==> src/sv/pcs_pkg.sv <==
`default_nettype none

package pcs_pkg;

   localparam int NUM_CLASSES  = 32;
   localparam int POOL_ENTRIES = 1024;
   localparam int DATA_WIDTH   = 16;

   // fixed field widths of the ports
   localparam int CMD_W    = 2;
   localparam int CLASS_W  = 5;
   localparam int VALUE_W  = 16;
   localparam int STATUS_W = 2;
   localparam int TOTAL_W  = 11;

   localparam int CLS_IDX_W = $clog2(NUM_CLASSES);
   localparam int CLS_CMP_W = CLASS_W + 2;
   localparam int IDX_W     = $clog2(POOL_ENTRIES);
   localparam int CNT_W     = $clog2(POOL_ENTRIES + 1);

   typedef enum logic [CMD_W-1:0] {
      CMD_PUSH       = 2'd0,
      CMD_POP_NAMED  = 2'd1,
      CMD_POP_LOWEST = 2'd2,
      CMD_CLEAR      = 2'd3
   } command_type;

   typedef enum logic [STATUS_W-1:0] {
      STAT_OK        = 2'd0,
      STAT_POOL_FULL = 2'd1,
      STAT_POP_EMPTY = 2'd2
   } status_type;

   typedef enum logic [1:0] {
      ST_IDLE,
      ST_READ,
      ST_EXEC
   } state_type;

   typedef struct packed {
      logic capture;
      logic lookup;
      logic commit;
   } ctrl_cmd_type;

   typedef struct packed {
      logic             bottom;
      logic [IDX_W-1:0] link;
   } link_word_type;

endpackage

`default_nettype wire

==> src/sv/pcs_control.sv <==
`default_nettype none

module pcs_control (
   input  wire logic                 clock,
   input  wire logic                 reset,
   input  wire logic                 req_valid,
   output logic                      req_stall,
   input  wire logic                 rsp_stall,
   output logic                      rsp_valid,
   output pcs_pkg::ctrl_cmd_type     ctrl
);
   import pcs_pkg::*;

   state_type state_ff, state_in;
   logic      rsp_valid_ff, rsp_valid_in;
   logic      out_free;

   // output register can take a new beat
   assign out_free = !rsp_valid_ff || !rsp_stall;

   always_comb begin
      state_in = state_ff;
      case (state_ff)
         ST_IDLE: begin
            if (req_valid) state_in = ST_READ;
         end
         ST_READ: begin
            state_in = ST_EXEC;
         end
         ST_EXEC: begin
            if (out_free) state_in = ST_IDLE;
         end
         default: begin
            state_in = ST_IDLE;
         end
      endcase
   end

   always_comb begin
      ctrl.capture = (state_ff == ST_IDLE) && req_valid;
      ctrl.lookup  = (state_ff == ST_READ);
      ctrl.commit  = (state_ff == ST_EXEC) && out_free;
      req_stall    = (state_ff != ST_IDLE);
      rsp_valid_in = ctrl.commit || (rsp_valid_ff && rsp_stall);
   end

   always_ff @(posedge clock) begin
      if (reset) begin
         state_ff     <= ST_IDLE;
         rsp_valid_ff <= 1'b0;
      end else begin
         state_ff     <= state_in;
         rsp_valid_ff <= rsp_valid_in;
      end
   end

   assign rsp_valid = rsp_valid_ff;

endmodule

`default_nettype wire

==> config.mk <==
export PLATFORM = sky130hd
export DESIGN_NAME = pcs_control
export DESIGN_NICKNAME = d
export VERILOG_FILES = /design/src/sv/pcs_pkg.sv /design/src/sv/pcs_control.sv
export SDC_FILE = /design/constraint.sdc
export NUM_CORES = 1
export LEC_CHECK = 0
export BUFFER_PORTS_ARGS = -buffer_cell sky130_fd_sc_hd__buf_2
export CAP_MARGIN = 20
export CORE_AREA = 2 2 39 41
export DETAILED_ROUTE_END_ITERATION = 10
export DIE_AREA = 0 0 41 43
export PLACE_DENSITY = 0.32
export SYNTH_ARGS = -nofsm -noshare
export SYNTH_HDL_FRONTEND = slang
export SYNTH_SLANG_ARGS = --single-unit
==> constraint.sdc <==
create_clock -name clock -period 1.2 [get_ports clock]
set_input_delay 0.06 -clock clock [delete_from_list [all_inputs] [get_ports clock]]
set_output_delay 0.06 -clock clock [all_outputs]
set_load 0.05 [all_outputs]
After elaboration in Yosys (flattened, before gate mapping). Cells that the tools add are included.

$add $sub $neg: 0. Multiply operators: 0. Divide/modulo/power cells: 0. $lt $le $gt $ge: 0. Equal/unequal tests: 4. Shift operators: 0. Multiplexer cells: 3. Bitwise logic cells: 0. Reduce and logical (&&, ||, !) cells: 10.

Operators with widths (number): 2-bit one-hot mux with 3 select lines (1); 2-bit two-way mux (2); 2-bit inequality test, second input constant (2); 1-bit logical AND (3); 2-bit by 1-bit equality test with 1-bit output, second input constant (1); 2-bit equality test, second input constant (1); 1-bit logical NOT (2); 2-bit logical NOT (1); 1-bit logical OR (2); 2-bit AND reduction (1); 2-bit nonzero test (1).

Flip-flop bits (word level): 3. Bits in latches: 0. Bits in writable memories: 0. Bits in read-only memories: 0. Input port bits: 4. Output and inout port bits: 5. Word-level logic and storage cells: 19. Memories: 0.

Depth between registers and ports, before layout.
Depth in word-level cells: 4. Gate-level depth with buffers: 3. Depth with buffers taken out: 2.

Worst setup path before layout. Ideal clock, no wire load.

Path kind: reg-to-output. Start point: register rsp_valid_ff, in the netlist rsp_valid. End point: output port ctrl[0] in the netlist's numbering. Arrival time: 1343 ps. Data required time: 1140 ps. Path slack: -203 ps. Stages on the path, launching flop included: 2. Buffers on the path: 0. Cells stage by stage: dfxtp_1 -> a21oi_1.

RTL lines: start, declared (RTL line pcs_control.sv:15) `logic rsp_valid_ff, rsp_valid_in;`; start signal, assigned (RTL line pcs_control.sv:53) `rsp_valid_ff <= rsp_valid_in;`; end, declared (RTL line pcs_control.sv:10) `output pcs_pkg::ctrl_cmd_type ctrl`.

Worst setup path in the final report.
Start point: register state_ff[0]. End point: output port req_stall.

Longest elaborated chain between the ends: 1.

Ends and longest elaborated chain: start, declared (RTL line pcs_control.sv:14) `state_type state_ff, state_in;`; start signal, assigned (RTL line pcs_control.sv:52) `state_ff <= state_in;`; 2-bit nonzero test (RTL line pcs_control.sv:43) `req_stall = (state_ff != ST_IDLE);`; end, declared (RTL line pcs_control.sv:7) `output logic req_stall,`.

No other way between the ends.

==> flow_summary.ini <==
[outcome]
outcome = finished clean

[layout]
syn2layout_area_growth_pct = 78.4
fin_nets = 32
final_core_util = 0.179
final.fill_count = 157
layout-drive-gt1-share = 0.593
antenna_cells = 0
most_common_cell_after_layout_fill_and_taps_aside = sky130_fd_sc_hd__buf_2
mostFrequentLayoutCells = sky130_fd_sc_hd__buf_2, sky130_fd_sc_hd__clkbuf_4, sky130_fd_sc_hd__nand2b_1, sky130_fd_sc_hd__a21oi_1, sky130_fd_sc_hd__dfxtp_1

[route]
count_of_antenna_violating_nets_left_after_detailed_routing = 0
drt-met1-wl_um = 133
dr.max_layer_used = met3
detail_route.vias_per_cell = 3.16
met3_wirelength_um = 56
detailedRoute.firstIterationViolations = 4
drt_drc_violations_left = 0
per_cell_routed_wire_length_um = 7.44
first_pass_iters = 2
postRouteWirelength_um = 320
routed_length_on_met2_um = 130
via_count = 136

[die]
floorplan.die.height_um = 43
core_area_mm2 = 0.00138
start_util = 0.100
design.die.area_mm2 = 0.00176
die_x_um = 41
rows = 14
design.portCount = 9

[global_routing]
grt_pass1_wl_um = 531
globalRouteOverflowTotal = 0
gr_usage_total = 0.0552
grt_pass1_vias = 127
grt_antenna_before_repair = 0
grt_start_max_net_pins = 6

[worst_setup_path]
critPathMaxFanout = 5
type_of_the_setup_path_with_the_least_slack = flip-flop to output port
worst_setup_path_startpoint = state_ff[0]
r2r_cells = 2
endpoint_kind = output port
r2r_setup_slack_ns = 0.42
critical_path_required_ns = 1.14
startpoint_type = flip-flop
worstSetupEndpoint = req_stall
capturing_point_of_the_worst_reg2reg_path = state_ff[0]
timing.rr.start = state_ff[0]
arrival_time_at_the_worst_endpoint_ns = 1.07

[clock_network]
clockBufferDepth = 2
ctsRootBufferMaster = sky130_fd_sc_hd__clkbuf_4
cts_made_buffers = 3
htreeDepth = 1
clkTransAtPathRegs_ns = 0.03
numClockSinks = 3
clk_latency_ns = 0.23
cts_post_setup_buffers_inserted = 0
cts_tree = built

[power]
power-per-cell-area_mw_per_mm2 = 1470
post-layout-total-power_uw = 364
power.ir.vdd_worst_mv = 0.382
power_leakage_uw = 0.000115

[timing]
final_max_slew_viol_count = 0
hold_violations = 0
max_slew.worst_pin.slew_ns = 0.257
max_slew_margin = 0.830
clock.fmax_mhz = 886
final-setup-viol-count = 0
setup_tns_ns = 0
period_share = 0.941
grt_setup_unrepaired = no
period_minus_slack_ns = 1.13
fin_worst_skew_ns = 0.00190

[placement]
dp.final_hpwl_um = 261
portBuffers = 8
place_congestion = 0.584

[synthesis]
seq_area_frac_synth = 0.432
netlist_area_um2 = 139
synth.lib_cells_used.distinct = 10
post_synth.cell_area_avg_um2 = 9.26
post_synth_net_total = 19
synth_cells = 15
yosysWarnings = 0
yosys_register_bits = 3

[job]
max_cap_viol_count = 0

[worst_hold_path]
timing.hold.worst.class = input port to flip-flop
cells by family (layout without fill, tap and decap cells):
group                  after synthesis  after routing  synth area share
and+or+nand+nor                      7              7             0.378
AOI/OAI and AO/OA                    3              3             0.108
DFF                                  3              3             0.432
buffers and inverters                2             14            0.0811
critical path: stages (launching register included):
cell	delay [ns]
sky130_fd_sc_hd__dfxtp_1	0.35
sky130_fd_sc_hd__or2_2	0.28
sky130_fd_sc_hd__buf_2	0.21
worst min path at each step:
stage | endpoint | startpoint | cells after the start
after floorplan | rsp_valid | reset | 1
after global placement | state_ff[1] | reset | 2
after detailed placement | state_ff[1] | reset | 2
after CTS | state_ff[1] | reset | 2
after global routing | rsp_valid | rsp_stall | 3
final | rsp_valid | rsp_stall | 3
state kept, by name (all words and copies together) (netlist names):
register,count
state_ff,2
rsp_valid,1
metal layers:
metal | vias to the layer above | global-route usage
met3 | 0 | 0.0785
li1 | 73 | -
met2 | 10 | 0.0531
met1 | 53 | 0.0547
met5 | - | 0
met4 | 0 | 0.0400
power breakdown:
part | leakage, µW | internal, µW | switching, µW | total [µW]
combinational | 0.0000751 | 27.0 | 50.3 | 77.3
sequential | 0.0000250 | 105 | 6.58 | 112
clock | 0.0000150 | 124 | 50.1 | 175
total | 0.000115 | 257 | 107 | 364
synthesized netlist by cell type (all sizes together):
cell,n,area [µm²]
nor3b,1,12.5
inv,1,3.75
nand2b,2,12.5
a21oi,3,15.0
nand2,1,3.75
nand4b,1,8.76
dfxtp,3,60.1
or2,1,6.26
buf,1,7.51
and2b,1,8.76
metrics by stage:
stage	hold slack [ns]	cell area, µm²	instances	setup slack, ns
2_1_floorplan	0.129	149	15	0.0622
3_5_place_dp	0.258	201	38	0.244
4_1_cts	0.00798	230	42	0.0388
3_3_place_gp	0.253	201	38	0.248
6_report	0.0996	248	43	0.0713
5_1_grt	0.104	248	43	0.00522
timing repair:
action	4_1_cts	5_1_grt
endpoints found under the hold margin	0	1
pin swaps	0	0
gates resized for setup	1	3
cloned	0	0
hold buffers	0	1
setup endpoints to repair	1	4
cell type report:
type	instances	area, µm²	area share
Multi-Input combinational cell	10	77.6	0.313
Inverter	1	3.75	0.0152
Clock buffer	4	26.3	0.106
Timing Repair Buffer	9	58.8	0.237
Tap cell	16	20.0	0.0808
Sequential cell	3	61.3	0.247
No activity file was read; power rests on OpenSTA's default activity.
